**src/rtl/core/icc_pkg.sv**
```systemverilog
// Shared types and constants for the interval clock with compare.
package icc_pkg;

    // Bus action carried by each input word.
    typedef enum logic [1:0] {
        ACT_TICK   = 2'd0,
        ACT_HOLD   = 2'd1,
        ACT_DIRECT = 2'd2,
        ACT_READ   = 2'd3
    } t_action;

    localparam int unsigned DATA_W = 16;

    // Bit positions in the director function word.
    localparam int unsigned DIR_CLEAR_BIT   = 0;
    localparam int unsigned DIR_ACK_BIT     = 1;
    localparam int unsigned DIR_STOP_BIT    = 6;
    localparam int unsigned DIR_START_BIT   = 7;
    localparam int unsigned DIR_DISABLE_BIT = 14;
    localparam int unsigned DIR_ENABLE_BIT  = 15;

    // Status codes of a result word.
    localparam logic STATUS_OK       = 1'b0;
    localparam logic STATUS_REJECTED = 1'b1;

    // Command handed from the input register to the clock core.
    typedef struct packed {
        logic                valid;
        t_action             action;
        logic [DATA_W-1:0]   data;
    } t_cmd;

    // Result produced by the clock core for one command.
    typedef struct packed {
        logic [DATA_W-1:0]   read_data;
        logic                status;
        logic                interrupt_pending;
    } t_res;

endpackage

```
**src/rtl/core/icc_if.sv**
```systemverilog
// Valid/ready channel interfaces for the input and result words.
interface icc_in_if;
    logic                          valid;
    logic                          ready;
    logic [1:0]                    action;
    logic [icc_pkg::DATA_W-1:0]    data;

    modport source (output valid, output action, output data, input ready);
    modport sink   (input valid, input action, input data, output ready);
endinterface

interface icc_out_if;
    logic                          valid;
    logic                          ready;
    logic [icc_pkg::DATA_W-1:0]    read_data;
    logic                          status;
    logic                          interrupt_pending;

    modport source (output valid, output read_data, output status,
                    output interrupt_pending, input ready);
    modport sink   (input valid, input read_data, input status,
                    input interrupt_pending, output ready);
endinterface

```
**src/rtl/core/icc_core.sv**
```systemverilog
// Clock state registers and the single-pass update for one command.
module icc_core (
    input  logic          i_clk,
    input  logic          i_rst_n,
    input  icc_pkg::t_cmd i_cmd,
    output icc_pkg::t_res o_res
);

    logic [icc_pkg::DATA_W-1:0] r_count, n_count;
    logic [icc_pkg::DATA_W-1:0] r_hold, n_hold;
    logic                       r_running, n_running;
    logic                       r_irq_en, n_irq_en;
    logic                       r_irq_latched, n_irq_latched;
    logic [icc_pkg::DATA_W-1:0] w_inc;
    logic [icc_pkg::DATA_W-1:0] w_word;
    logic                       w_illegal;

    assign w_inc  = r_count + {{(icc_pkg::DATA_W-1){1'b0}}, 1'b1};
    assign w_word = i_cmd.data;

    // A word asking for both enable and disable, or both start and stop, is refused.
    assign w_illegal = (w_word[icc_pkg::DIR_ENABLE_BIT] && w_word[icc_pkg::DIR_DISABLE_BIT]) ||
                       (w_word[icc_pkg::DIR_START_BIT] && w_word[icc_pkg::DIR_STOP_BIT]);

    // Next state and result for the command at the core input.
    always_comb begin
        n_count       = r_count;
        n_hold        = r_hold;
        n_running     = r_running;
        n_irq_en      = r_irq_en;
        n_irq_latched = r_irq_latched;
        o_res.read_data = '0;
        o_res.status    = icc_pkg::STATUS_OK;
        unique case (i_cmd.action)
            icc_pkg::ACT_TICK: begin
                if (r_running) begin
                    if (r_irq_en && (w_inc == r_hold)) begin
                        n_count       = '0;
                        n_irq_latched = 1'b1;
                    end else begin
                        n_count = w_inc;
                    end
                end
            end
            icc_pkg::ACT_HOLD: begin
                n_hold = i_cmd.data;
            end
            icc_pkg::ACT_DIRECT: begin
                if (w_illegal) begin
                    o_res.status = icc_pkg::STATUS_REJECTED;
                end else begin
                    // Functions apply in order: clear, stop, start, ack, disable, enable.
                    if (w_word[icc_pkg::DIR_CLEAR_BIT]) begin
                        n_running     = 1'b0;
                        n_irq_en      = 1'b0;
                        n_irq_latched = 1'b0;
                        n_hold        = '0;
                        n_count       = '0;
                    end
                    if (w_word[icc_pkg::DIR_STOP_BIT]) begin
                        n_running = 1'b0;
                    end
                    if (w_word[icc_pkg::DIR_START_BIT]) begin
                        n_count   = '0;
                        n_running = 1'b1;
                    end
                    if (w_word[icc_pkg::DIR_ACK_BIT]) begin
                        n_irq_latched = 1'b0;
                    end
                    if (w_word[icc_pkg::DIR_DISABLE_BIT]) begin
                        n_irq_en      = 1'b0;
                        n_irq_latched = 1'b0;
                    end
                    if (w_word[icc_pkg::DIR_ENABLE_BIT]) begin
                        n_irq_en = 1'b1;
                    end
                end
            end
            icc_pkg::ACT_READ: begin
                o_res.read_data = r_count;
            end
            default: begin
                o_res.read_data = '0;
            end
        endcase
        o_res.interrupt_pending = n_irq_latched;
    end

    // State registers advance only when a command is consumed.
    always_ff @(posedge i_clk) begin
        if (!i_rst_n) begin
            r_count       <= '0;
            r_hold        <= '0;
            r_running     <= 1'b0;
            r_irq_en      <= 1'b0;
            r_irq_latched <= 1'b0;
        end else if (i_cmd.valid) begin
            r_count       <= n_count;
            r_hold        <= n_hold;
            r_running     <= n_running;
            r_irq_en      <= n_irq_en;
            r_irq_latched <= n_irq_latched;
        end
    end

endmodule

```
**src/rtl/core/interval_clock_with_compare_unit.sv**
```systemverilog
// Top level of the interval clock with compare: input register, core, result register.
//
// Usage: each input word on i_in carries an action (tick, holding write, director
// function or counter read) and a 16-bit data field. Every accepted word produces
// exactly one result word on o_out with the counter value (reads only, else zero),
// a status bit (set when a director word is rejected) and the latched interrupt.
// An accepted word passes the input register, then the result register, to o_out.
// One word per cycle while o_out is not stalled; the input register feeds the state
// update in the core, which writes the result register in the same cycle.
// Stall: when the receiver holds o_out.ready low, the result register keeps its
// word and the input register fills; i_in.ready drops once both are full and
// rises again in the cycle the receiver takes the result.
// Reset: synchronous, active low; clears the counter, holding value, run and
// interrupt flags, and both register stages become empty.
module interval_clock_with_compare_unit (
    input  logic        i_clk,
    input  logic        i_rst_n,
    icc_in_if.sink      i_in,
    icc_out_if.source   o_out
);

    logic                       r_s1_valid;
    icc_pkg::t_action           r_s1_action;
    logic [icc_pkg::DATA_W-1:0] r_s1_data;
    logic                       r_out_valid;
    icc_pkg::t_action           r_out_action;
    icc_pkg::t_res              r_out_res;
    logic                       w_s1_adv;
    logic                       w_in_acc;
    icc_pkg::t_cmd              w_cmd;
    icc_pkg::t_res              w_res;

    // Handshake: the input stage moves on whenever the result register is free.
    assign w_s1_adv   = r_s1_valid && (!r_out_valid || o_out.ready);
    assign i_in.ready = !r_s1_valid || w_s1_adv;
    assign w_in_acc   = i_in.valid && i_in.ready;

    // Input register.
    always_ff @(posedge i_clk) begin
        if (!i_rst_n) begin
            r_s1_valid <= 1'b0;
        end else if (i_in.ready) begin
            r_s1_valid <= i_in.valid;
        end
    end

    always_ff @(posedge i_clk) begin
        if (w_in_acc) begin
            r_s1_action <= icc_pkg::t_action'(i_in.action);
            r_s1_data   <= i_in.data;
        end
    end

    assign w_cmd.valid  = w_s1_adv;
    assign w_cmd.action = r_s1_action;
    assign w_cmd.data   = r_s1_data;

    icc_core u_core (
        .i_clk   (i_clk),
        .i_rst_n (i_rst_n),
        .i_cmd   (w_cmd),
        .o_res   (w_res)
    );

    // Result register.
    always_ff @(posedge i_clk) begin
        if (!i_rst_n) begin
            r_out_valid <= 1'b0;
        end else if (w_s1_adv) begin
            r_out_valid <= 1'b1;
        end else if (o_out.ready) begin
            r_out_valid <= 1'b0;
        end
    end

    always_ff @(posedge i_clk) begin
        if (w_s1_adv) begin
            r_out_res    <= w_res;
            r_out_action <= r_s1_action;
        end
    end

    assign o_out.valid             = r_out_valid;
    assign o_out.read_data         = r_out_res.read_data;
    assign o_out.status            = r_out_res.status;
    assign o_out.interrupt_pending = r_out_res.interrupt_pending;

    // Only a counter read returns nonzero read data.
    a_read_only: assert property (@(posedge i_clk) disable iff (!i_rst_n)
        (r_out_valid && (r_out_action != icc_pkg::ACT_READ)) |-> (o_out.read_data == '0))
        else $error("read data nonzero on a non-read word");

    // Only a director word can be rejected.
    a_status_dir: assert property (@(posedge i_clk) disable iff (!i_rst_n)
        (r_out_valid && (o_out.status == icc_pkg::STATUS_REJECTED))
            |-> (r_out_action == icc_pkg::ACT_DIRECT))
        else $error("rejected status on a non-director word");

    // A word held in the input stage is not dropped while the output is stalled.
    a_s1_hold: assert property (@(posedge i_clk) disable iff (!i_rst_n)
        (r_s1_valid && !w_s1_adv) |=> (r_s1_valid && $stable(r_s1_data)))
        else $error("input stage lost a stalled word");

endmodule
```
**src/flat_wrapper.sv**
```systemverilog
// flat-port wrapper written by rule: the top's interface ports become plain ports
module interval_clock_with_compare_unit_flat 
  (i_clk, i_rst_n, i_in_valid, i_in_action, i_in_data, i_in_ready, o_out_valid, o_out_read_data, o_out_status, o_out_interrupt_pending, o_out_ready);
  icc_in_if i_in_i ();
  icc_out_if o_out_i ();
  input  logic i_clk;
  input  logic i_rst_n;
  input wire logic [$bits(i_in_i.valid)-1:0] i_in_valid;
  input wire logic [$bits(i_in_i.action)-1:0] i_in_action;
  input wire logic [$bits(i_in_i.data)-1:0] i_in_data;
  output wire logic [$bits(i_in_i.ready)-1:0] i_in_ready;
  output wire logic [$bits(o_out_i.valid)-1:0] o_out_valid;
  output wire logic [$bits(o_out_i.read_data)-1:0] o_out_read_data;
  output wire logic [$bits(o_out_i.status)-1:0] o_out_status;
  output wire logic [$bits(o_out_i.interrupt_pending)-1:0] o_out_interrupt_pending;
  input wire logic [$bits(o_out_i.ready)-1:0] o_out_ready;
  assign i_in_i.valid = i_in_valid;
  assign i_in_i.action = i_in_action;
  assign i_in_i.data = i_in_data;
  assign i_in_ready = i_in_i.ready;
  assign o_out_valid = o_out_i.valid;
  assign o_out_read_data = o_out_i.read_data;
  assign o_out_status = o_out_i.status;
  assign o_out_interrupt_pending = o_out_i.interrupt_pending;
  assign o_out_i.ready = o_out_ready;
  interval_clock_with_compare_unit u_core (.i_clk(i_clk), .i_rst_n(i_rst_n), .i_in(i_in_i), .o_out(o_out_i));
endmodule
```
**config.mk**
```make
export PLATFORM = sky130hd
export DESIGN_NAME = interval_clock_with_compare_unit_flat
export DESIGN_NICKNAME = d
export VERILOG_FILES = /design/src/rtl/core/icc_pkg.sv /design/src/rtl/core/icc_if.sv /design/src/rtl/core/icc_core.sv /design/src/rtl/core/interval_clock_with_compare_unit.sv /design/src/flat_wrapper.sv
export SDC_FILE = /design/constraint.sdc
export NUM_CORES = 1
export LEC_CHECK = 0
export BUFFER_PORTS_ARGS = -buffer_cell sky130_fd_sc_hd__buf_2
export CAP_MARGIN = 20
export CORE_UTILIZATION = 45
export CTS_BUF_LIST = sky130_fd_sc_hd__clkbuf_16
export CTS_CLUSTER_DIAMETER = 150
export CTS_CLUSTER_SIZE = 12
export DETAILED_ROUTE_END_ITERATION = 7
export PLACE_DENSITY = 0.67
export SYNTH_ARGS = -nofsm -noshare
export SYNTH_HDL_FRONTEND = slang
export SYNTH_HIERARCHICAL = 1
export SYNTH_SLANG_ARGS = --single-unit
export TNS_END_PERCENT = 5
```
**constraint.sdc**
```tcl
create_clock -name i_clk -period 2.55 [get_ports i_clk]
set_input_delay 0 -clock i_clk [delete_from_list [all_inputs] [get_ports i_clk]]
set_output_delay 0 -clock i_clk [all_outputs]
set_load 0.01 [all_outputs]
```
# Word-level counts from Yosys, hierarchy flattened

Index checks and enable logic that the tools add are counted.

Logic and storage cells: 65
Register bits: 73
Input port bits: 22
Output and inout port bits: 20

Reduce and logical (&&, ||, !) cells: 20
Bitwise logic cells: 1
Muxes and demuxes: 23
Eq/ne operators: 8
$add $sub $neg: 1

Operators with widths:

| kind                  | number |
|---|---|
| $mux 16               | 6 |
| $pmux 16 s2           | 2 |
| $add 16x1->16 const B | 1 |
| $eq 16x16->1          | 1 |
| $mux 1                | 14 |
| $reduce_and 4->1      | 3 |
| $reduce_bool 2->1     | 3 |
| $reduce_bool 3->1     | 2 |
| $logic_and 1x1->1     | 5 |
| $reduce_and 5->1      | 1 |
| $eq 2x2->1 const B    | 2 |
| $ne 2x2->1 const B    | 2 |
| $logic_or 1x1->1      | 3 |
| $ne 3x1->1 const B    | 1 |
| $eq 2x1->1 const B    | 1 |
| $logic_not 1->1       | 2 |
| $logic_not 2->1       | 1 |
| $ne 2x1->1 const B    | 1 |
| $pmux 1 s2            | 1 |
| $not 1->1             | 1 |

# Logic depth before layout (Yosys ltp)

Gate-level depths: netlist of the first run.

Depth after elaboration: 6
Gate-level depth with buffers: 11
Depth with buffers taken out: 9

# Hierarchy

The synthesis of the first run kept the hierarchy.

Modules (own cells, without submodules):

| module                           | instances | sequential area each (µm²) | cells each | area an instance (µm²) |
|---|---|---|---|---|
| icc_core                         | 1         | 700.7                      | 299        | 2417.3 |
| interval_clock_with_compare_unit | 1         | 1121.1                     | 45         | 1184.9 |

# Least setup slack after synthesis of the first run

No wires, ideal clock.

Path kind: reg-to-reg
From: reg u_core.r_out_valid (netlist: u_core/o_out.valid)
To: reg u_core/u_core/r_count[13] (netlist bit)
Library setup time: 0.072 ns
Required time: 2.478 ns
Clock period less this slack: 2.760 ns
Arrival: 2.688 ns
Cell stages (with the launch flop): 10
Path slack: -0.210 ns
Buffers on the path: 1
Cell sequence: dfxtp_1 > nor2b_4 > nor2b_1 > inv_1 > nor3_1 > nand2_1 > a21oi_2 > buf_6 > nand3_1 > mux2i_1

Longest elaborated chain between the ends: 4

RTL lines:

| element                           | RTL line                               | RTL |
|---|---|---|
| start, declared                   | interval_clock_with_compare_unit.sv:25 | `logic r_out_valid;` |
| start signal, assigned            | interval_clock_with_compare_unit.sv:68 | `r_out_valid <= 1'b0;` |
| start signal, assigned            | interval_clock_with_compare_unit.sv:70 | `r_out_valid <= 1'b1;` |
| start signal, assigned            | interval_clock_with_compare_unit.sv:72 | `r_out_valid <= 1'b0;` |
| $logic_not 1->1                   | interval_clock_with_compare_unit.sv:34 | `assign w_s1_adv = r_s1_valid && (!r_out_valid \|\| o_out.ready);` |
| $logic_or 1x1->1                  | interval_clock_with_compare_unit.sv:34 |  |
| $logic_and 1x1->1                 | interval_clock_with_compare_unit.sv:34 |  |
| via u_core.w_s1_adv               | interval_clock_with_compare_unit.sv:28 | `logic w_s1_adv;` |
| $reduce_and 5->1 (no source line) | -                                      |  |
| end signal, assigned              | icc_core.sv:98                         | `r_count <= n_count;` |
| end, declared                     | icc_core.sv:9                          | `logic [icc_pkg::DATA_W-1:0] r_count, n_count;` |

The timed path passes the listed nets, and every way through them passes these cells.
A chain may end at the register's enable or synchronous reset.

# Worst setup path after layout of the first run

From: reg u_core/u_core/r_count[0] (netlist bit)
To: reg u_core/u_core/r_count[14] (netlist bit)

Longest elaborated chain between the ends: 6

RTL lines:

| element           | RTL line       | RTL |
|---|---|---|
| $add 16x1->16 (*) | icc_core.sv:18 | `assign w_inc = r_count + {{(icc_pkg::DATA_W-1){1'b0}}, 1'b1};` |
| $eq 16x16->1      | icc_core.sv:37 | `if (r_irq_en && (w_inc == r_hold)) begin` |
| $logic_and 1x1->1 | icc_core.sv:37 |  |
| $mux 16 (*)       | icc_core.sv:37 |  |
| $mux 16 (*)       | icc_core.sv:36 | `if (r_running) begin` |
| $pmux 16 s2 (*)   | icc_core.sv:34 | `unique case (i_cmd.action)` |

Mark *: on every way between the ends. The rest lies on a longest branch, timed or not. The select of a mux whose other input is x is not followed.

==> results of run 1 <==
[cell usage in the layout (no fill, tap or decap), types with 2 or more instances in the layout]
master and n:
a22oi_1 19, inv_1 10, o21ai_1 5, xnor2_1 14, a21oi_2 7, a21boi_1 2, dfxtp_1 28, nor3_4 2
xor2_1 9, buf_2 41, dlygate4sd3_1 19, o211ai_1 2, edfxtp_1 36, and3_1 17, a22o_1 4, nand3_1 20
and3_2 2, nand2b_1 3, nand4_1 6, nor2_1 13, clkbuf_16 9, nor3_1 5, mux2i_1 8, clkinv_1 3
nor2b_1 21, a21oi_1 8, nand2_1 25, nor4_2 2, o21ai_0 6, a21boi_0 2, a31oi_1 3, buf_4 37
nor4_4 2, dfxtp_2 9
[Yosys cell counts, types with 6 or more instances]
library cell   n  share of area, %
edfxtp_1      36                30
nand4_1        6               1.0
o21ai_0        6              0.83
o21ai_1        6              0.83
a21oi_1        8               1.1
mux2i_1        8               2.2
a22oi_1       19               4.0
a21oi_2        7               1.7
and3_1        18               3.1
xor2_1         9               2.2
inv_1          8              0.83
xnor2_1       14               3.4
clkbuf_1      10               1.0
nor2b_1       22               3.8
dfxtp_1       37                21
nand3_1       20               2.8
nand2_1       25               2.6
nor2_1        13               1.4
[cells by family (layout without fill, tap and decap cells)]
logic type | after synthesis | count (layout) | synth area share [%]
flops | 73 | 73 | 50.57
fa+ha+maj | 1 | 1 | 0.3473
mux | 8 | 8 | 2.223
buf+inv | 32 | 121 | 4.654
simple gates | 136 | 136 | 22.30
compound gates | 71 | 72 | 14.31
xor+xnor | 23 | 23 | 5.592
[power by group]
part / total [mW] / internal [mW] / leakage, nW / switching [mW]
clock network: 1.17 / 0.737 / 0.144 / 0.433
registers: 1.29 / 1.27 / 0.644 / 0.0194
logic: 0.158 / 0.0782 / 1.05 / 0.0802
total: 2.62 / 2.09 / 1.84 / 0.533
[state kept, by name, summed over array words and instances (netlist names), 2 cells and up]
name,count
u_core/o_out.read_data,16
u_core/u_core/r_count,16
u_core/r_s1_data,16
u_core/u_core/r_hold,16
u_core/r_s1_action,2
[metal layers]
layer | share of wire (%) | up-vias | track usage (%)
met2 | 47 | 81 | 32.52
li1 | - | 1434 | -
met1 | 46 | 1364 | 27.40
met5 | 0 | - | 0
met4 | 0.63 | 0 | 4.101
met3 | 5.8 | 4 | 4.523
[critical path, cell delays in order, from the launching register on]
cell and delay (ps):
dfxtp_1 390, ha_4 210, nand4_4 190, nor4_4 230, xnor2_1 190, o211ai_1 170, nor4_4 440, a21oi_4 150
buf_4 180, a21oi_2 130, mux2i_1 90
[path summary, 6_finish.rpt]
kind / startpoint / endpoint / cells past startpoint
hold reg to reg: u_core/u_core/r_irq_latched / u_core/u_core/r_irq_latched / 2
setup / recovery: u_core/u_core/r_count[0] / u_core/u_core/r_count[14] / 10
hold / removal: o_out_ready / u_core/r_s1_valid / 3
setup reg to reg: u_core/u_core/r_count[0] / u_core/u_core/r_count[14] / 10
[through the flow]
step	utilization, %	setup slack [ps]
after floorplan	-	191.8
after global placement	52.19	-58.39
after detailed placement	52.19	-127.6
after CTS	58.57	15.57
after global routing	60.28	-43.46
final	60.28	71.77
[cell type report]
class / count / area [um^2] / area share [%]
repair buffers: 97 / 673.1 / 14.45
multi-input cells: 240 / 1715 / 36.83
flip-flops and latches: 73 / 1833 / 39.35
inverters: 8 / 30.03 / 0.6446
clock buffers: 9 / 225.2 / 4.835
clock inverters: 7 / 53.80 / 1.155
well taps: 102 / 127.6 / 2.740
[repair_timing]
| item | 4_1_cts | 5_1_grt |
|---|---|---|
| gates cloned | 0 | 1 |
| pin swaps | 1 | 4 |
| hold buffers | 19 | 0 |
| setup buffers | 0 | 6 |
| setup endpoints to repair | 11 | 15 |
| endpoints found under the hold margin | 19 | 0 |
| gates resized for setup | 4 | 22 |
==> reports/summary.txt, run 1 <==
outcome: finished clean
nets: 452
DR iter-0 viols: 257
sequential fraction of the synthesis area: 50.57%
grt ovf: 0
Vias: 2883
Slew Limit Fails: 0
Synth Area per Inst: 10.47 um^2
final setup TNS: 0 ps
Syn Nets: 367
total die area: 0.008367 mm^2
final cell count without fillers: 536
total leakage power: 1.841 nW
initial antenna violation count: 0
Routability Congestion: 0.9467
CP Max Fanout: 6
# H-tree levels: 3
Buffers on Ports: 41
global-route wire length before repair: 13100 um
DIE HEIGHT: 91.47 um
Remaining DRCs: 0
critical path arrival: 2690 ps
Setup Crit Path Kind: reg2reg
Gate Count Post-Synth: 344
Clock Path Buffers: 2
Clock transition at path regs: 60 ps
routed len/inst: 15.03 um
clock latency reported for the late side of the worst-skew pair: 320 ps
n_diodes: 0
Synth async-reset ratio: 0%
root buf cell: clkbuf_16
Max Cap Viol: 0
Initial Utilization: 46.62%
Routed Antenna Nets: 0
Die X: 91.47 um
pin count of the biggest net entering global routing: 26
CTS tree: built
Cell Pwr Density: 562.0 mW/mm^2
Startpoint Class: flop
slew margin rel.: 59.22%
site row count: 32
GRT Util Overall: 20.05%
Synth cell types: 59
drt total wl: 8056 um
Worst Hold Class: in2reg
Total Power: 2.618 mW
worst slew pin tran: 611.4 ps
hold_ws: 21.89 ps
Synth Flop Type: dfxtp_1
Req. time, crit path: 2760 ps
CTS sink count: 73
Synth Register Bits: 73
Vias/cell: 5.379
vias in the first global route: 2677
cell area after placement: 0.004033 mm^2
Fmax: 403.5 MHz
FILL cells: 646
drt pass-1 iters: 4
Tcrit/Tclk final: 97.19%
Post-synth EDFFs: 36
IO Pins: 42
Hold Fails Final Rpt: 0
Post-Syn Area: 0.003602 mm^2
DP Cell Count: 494
CP endpoint kind: flop
YS warnings: 6
Max rail drop VDD: 0.4724 mV
Final Critical Period: 2478 ps
CTS Buf Count: 9
RSZ-0062 raised after global routing: true
fin area: 0.004658 mm^2
Core ar.: 0.007727 mm^2
Area growth syn-to-layout: 29.32%
dpl hpwl: 5604 um
setup violators final: 0
share of layout cells above drive strength 1: 30.41%
clock skew: 6.270 ps
Worst R2R Setup Slack: 70 ps
No activity file was read; power rests on OpenSTA's default activity.
==> run 2, diff against run 1 <==
--- a/config.mk
+++ b/config.mk
@@ -12,6 +12,7 @@
 export CTS_CLUSTER_DIAMETER = 150
 export CTS_CLUSTER_SIZE = 12
 export DETAILED_ROUTE_END_ITERATION = 7
+export MAX_ROUTING_LAYER = met4
 export PLACE_DENSITY = 0.67
 export SYNTH_ARGS = -nofsm -noshare
 export SYNTH_HDL_FRONTEND = slang
==> constraint.sdc (replaced) <==
create_clock -name i_clk -period 2.55 [get_ports i_clk]
set_input_delay 0.51 -clock i_clk [delete_from_list [all_inputs] [get_ports i_clk]]
set_output_delay 0.51 -clock i_clk [all_outputs]
set_load 0.01 [all_outputs]
==> reports/summary.txt, run 2 (same netlist as run 1, synthesis figures left out) <==
hold_ws: 351.4 ps
CTS sink count: 73
# H-tree levels: 3
outcome: finished clean
Initial Utilization: 46.62%
hold buffers post-CTS: 0
Req. time, crit path: 2760 ps
Startpoint Class: flop
vias in the first global route: 2635
setup violators final: 0
dpl hpwl: 5926 um
Clock Path Buffers: 2
Final Critical Period: 2470 ps
critical path arrival: 2680 ps
cell area after placement: 0.004018 mm^2
Most common cell on crit path: buf_4
Cell Pwr Density: 577.7 mW/mm^2
clock latency reported for the late side of the worst-skew pair: 330 ps
IO Pins: 42
total leakage power: 1.714 nW
commonest cells after routing, fill and taps aside: buf_2, edfxtp_1, dfxtp_1
Worst Hold Class: in2reg
Area growth syn-to-layout: 21.60%
Clock transition at path regs: 60 ps
Max rail drop VDD: 0.3892 mV
Setup Crit Path Kind: reg2reg
root buf cell: clkbuf_16
Total Power: 2.530 mW
global-route wire length before repair: 12860 um
CP Max Fanout: 10
Buffers on Ports: 41
Place WS: -16.26 ps
n_diodes: 0
Fmax: 404.9 MHz
total die area: 0.008367 mm^2
clock skew: 4.216 ps
max incr delay on CP: 370 ps
Tcrit/Tclk final: 96.85%
Routed Antenna Nets: 0
Final Worst Setup Slack: 80.23 ps
final setup TNS: 0 ps
CP endpoint kind: flop
drt pass-1 iters: 4
crit-path cells: buf_4 > nand3_1 > nor4_2 > buf_4 > xnor2_1 > o21ai_2 > nor4_4 > a21oi_4 > buf_4 > a21oi_2 > mux2i_1
site row count: 32
fin area: 0.004380 mm^2
Core ar.: 0.007727 mm^2
Slew Limit Fails: 0
Post-Route Utilization: 56.69%
GRT Util Overall: 20.62%
drt total wl: 8148 um
DR iter-0 viols: 182
most common cell after layout, fill and taps aside: buf_2
CTS Buf Count: 9
routed len/inst: 16.01 um
slew margin rel.: 62.28%
Routability Congestion: 0.9106
slowest CP cell: nor4_2
Max Cap Viol: 0
DP Cell Count: 492
CTS tree: built
Worst Path Buf+Inv: 3
Remaining DRCs: 0
share of layout cells above drive strength 1: 29.48%
Vias/cell: 5.542
pin count of the biggest net entering global routing: 26
Vias: 2821
DIE HEIGHT: 91.47 um
Die X: 91.47 um
worst slew pin tran: 564.5 ps
Hold Fails Final Rpt: 0
final cell count without fillers: 509
initial antenna violation count: 0
nets: 425
Top delay family on crit path: simple AND/OR/NAND/NOR gates
grt ovf: 0
run 2: changes by cell type in the layout (fill, tap and decap cells not counted), moves of 2 or more:
cell and change:
buf_4 -7, clkinv_2 +2, clkinvlp_4 +2, dfxtp_1 +5, dfxtp_2 -5, dlygate4sd3_1 -19
inv_1 -2
run 2: power breakdown:
group,switching (mW),leakage [nW],total [mW],internal (mW)
clock,0.461,0.126,1.11,0.645
combinational,0.0758,0.947,0.134,0.0581
sequential,0.0214,0.641,1.29,1.27
total,0.558,1.71,2.53,1.97
run 2: timing repair:
item,in CTS,in global routing
gates resized for setup,2,18
hold endpoints to repair,0,0
pin swaps,0,3
endpoints found under the setup margin,8,15
setup buffers,0,1
run 2: final timing paths:
kind                                                   from                           to  slack (ps)  depth (start not counted)
worst max register to register     u_core/u_core/r_count[4]    u_core/u_core/r_count[15]          80                         11
worst max-delay path               u_core/u_core/r_count[4]    u_core/u_core/r_count[15]          80                         11
worst min-delay path                           i_in_data[0]          u_core/r_s1_data[0]         350                          1
worst min register to register  u_core/u_core/r_irq_latched  u_core/u_core/r_irq_latched         510                          2
run 2: layer usage:
layer | vias to the layer above | global-route usage [%] | part of all wire, %
met5 | - | - | 0
met4 | 0 | 9.788 | 1.9
met3 | 14 | 3.769 | 4.5
met2 | 84 | 32.02 | 48
met1 | 1346 | 25.98 | 46
li1 | 1377 | - | -
run 2: layout make-up:
class | count | area (um^2)
clock buffer | 9 | 225.2
clock inverter | 7 | 37.54
sequential | 73 | 1827
inverter | 8 | 30.03
multi-input combinational | 239 | 1703
fill | 673 | 3347
tap | 102 | 127.6
timing repair buffer | 71 | 430.4
run 2: worst register-to-register path: cells and delay by family, from the launching register on:
family                 cells  cell delay, ps
multiplexers               1              90
AO/OA/AOI/OAI              3             380
XOR/XNOR                   1             130
flip-flops                 1             350
buffers and inverters      3             540
AND/OR/NAND/NOR            3             850
==> run 3, diff against run 2 <==
--- a/config.mk
+++ b/config.mk
@@ -7,13 +7,12 @@
 export LEC_CHECK = 0
 export BUFFER_PORTS_ARGS = -buffer_cell sky130_fd_sc_hd__buf_2
 export CAP_MARGIN = 20
-export CORE_UTILIZATION = 45
+export CORE_UTILIZATION = 30
 export CTS_BUF_LIST = sky130_fd_sc_hd__clkbuf_16
 export CTS_CLUSTER_DIAMETER = 150
 export CTS_CLUSTER_SIZE = 12
 export DETAILED_ROUTE_END_ITERATION = 7
 export MAX_ROUTING_LAYER = met4
-export PLACE_DENSITY = 0.67
 export SYNTH_ARGS = -nofsm -noshare
 export SYNTH_HDL_FRONTEND = slang
 export SYNTH_HIERARCHICAL = 1
==> reports/summary.txt, run 3 (same netlist as run 1, synthesis figures left out) <==
outcome: complete, but fails checks
failing checks: DRC
Req. time, crit path: 2780 ps
commonest cells after routing, fill and taps aside: buf_2, buf_4, edfxtp_1
# H-tree levels: 3
Setup Crit Path Kind: reg2reg
Final Critical Period: 2445 ps
Vias/cell: 5.072
slowest CP cell: dfxtp_4
critical path arrival: 2670 ps
most common cell after layout, fill and taps aside: buf_2
site row count: 39
FILL cells: 1157
drt pass-1 iters: 8
routed len/inst: 16.32 um
GRT Util Overall: 15.67%
Max rail drop VDD: 0.4317 mV
n_diodes: 0
DIE HEIGHT: 111.6 um
Core ar.: 0.01156 mm^2
global-route wire length before repair: 14550 um
drt total wl: 9124 um
Cell Pwr Density: 570.1 mW/mm^2
max incr delay on CP: 410 ps
Tcrit/Tclk final: 95.89%
CP Max Fanout: 14
Startpoint Class: flop
CTS Buf Count: 9
Routability Congestion: 0.8948
Worst Hold Class: in2reg
Psw: 0.5630 mW
total die area: 0.01245 mm^2
Area growth syn-to-layout: 26.54%
CTS tree: built
Slew Limit Fails: 0
share of layout cells above drive strength 1: 33.17%
initial antenna violation count: 0
Clock transition at path regs: 50 ps
Remaining DRCs: 2
Hold Fails Final Rpt: 0
area of the multi-input gates: 0.001715 mm^2
total leakage power: 1.779 nW
hold buffers post-CTS: 0
Top delay family on crit path: simple AND/OR/NAND/NOR gates
clock share of power: 45.0%
Vias: 2835
internal power: 2.036 mW
Logic pwr share: 5.4%
Buffers on Ports: 41
setup violators final: 0
IO Pins: 42
clock skew: 6.376 ps
root buf cell: clkbuf_16
Worst Path Buf+Inv: 2
Routed Antenna Nets: 0
clock latency reported for the late side of the worst-skew pair: 340 ps
dpl hpwl: 6721 um
Fmax: 409.0 MHz
Max Cap Viol: 0
nets: 434
Die X: 111.6 um
CTS sink count: 73
DR iter-0 viols: 154
pin count of the biggest net entering global routing: 21
slew margin rel.: 52.36%
worst slew pin tran: 714.2 ps
final setup TNS: 0 ps
grt ovf: 0
crit-path cells: buf_4 > nand4_1 > nor3_4 > xnor2_1 > o211ai_1 > nor4_4 > a21oi_2 > buf_12 > a21o_1 > a22o_1
Clock Path Buffers: 2
Flop pwr share: 49.6%
Total Power: 2.599 mW
Net Sw Frac: 21.67%
CP endpoint kind: flop
Register Area: 0.001841 mm^2
vias in the first global route: 2799
Initial Utilization: 31.15%
==> run 3: routing by layer <==
layer	vias to the layer above	wire (um)	track usage (%)
met5	-	0	-
met4	0	111	5.045
met3	13	338	4.246
met2	70	4400	24.96
met1	1360	4273	19.25
li1	1392	-	-
==> run 3: worst paths after layout <==
path / startpoint / slack (ps) / cells past startpoint / endpoint
worst min-delay path: i_in_data[0] / 350 / 1 / u_core/r_s1_data[0]
worst min register to register: u_core/u_core/r_irq_latched / 490 / 2 / u_core/u_core/r_irq_latched
worst max-delay path: u_core/u_core/r_count[9] / 100 / 10 / u_core/u_core/r_count[11]
worst max register to register: u_core/u_core/r_count[9] / 100 / 10 / u_core/u_core/r_count[11]
==> run 3: cell type report <==
class | instances | area share (%)
sequential | 73 | 40.38
clock buffer | 10 | 5.490
inverter | 8 | 0.6588
clock inverter | 6 | 0.7137
multi-input combinational | 239 | 37.63
tap | 143 | 3.925
timing repair buffer | 80 | 11.20
==> run 3: repair_timing <==
action / 4_1_cts / 5_1_grt
setup buffers: 0 / 2
pin swaps: 2 / 7
setup endpoints to repair: 1 / 18
resized for setup: 2 / 28
==> run 3: power groups by stage <==
stage | Clock, mW | Combinational, mW | Sequential [mW]
2_1_floorplan | 0 | 0.0731 | 1.32
5_1_grt | 1.26 | 0.154 | 1.29
3_3_place_gp | 0 | 0.135 | 1.31
3_5_place_dp | 0 | 0.138 | 1.32
6_report | 1.17 | 0.141 | 1.29
4_1_cts | 1.21 | 0.139 | 1.29
==> run 3: metrics by stage <==
step / instance area, um^2 / util, % / hold slack [ps] / cells / worst slack [ps]
global route: 4558 / 39.41 / 330.6 / 559 / -46.16
finish: 4558 / 39.41 / 345.8 / 559 / 104.7
detailed placement: 4145 / 35.84 / 488.7 / 541 / 4.474
CTS: 4438 / 38.38 / 333.3 / 557 / 2.581
floorplan: 3605 / - / 455.7 / 344 / 155.0
global placement: 4145 / 35.84 / 469.3 / 541 / 44.35
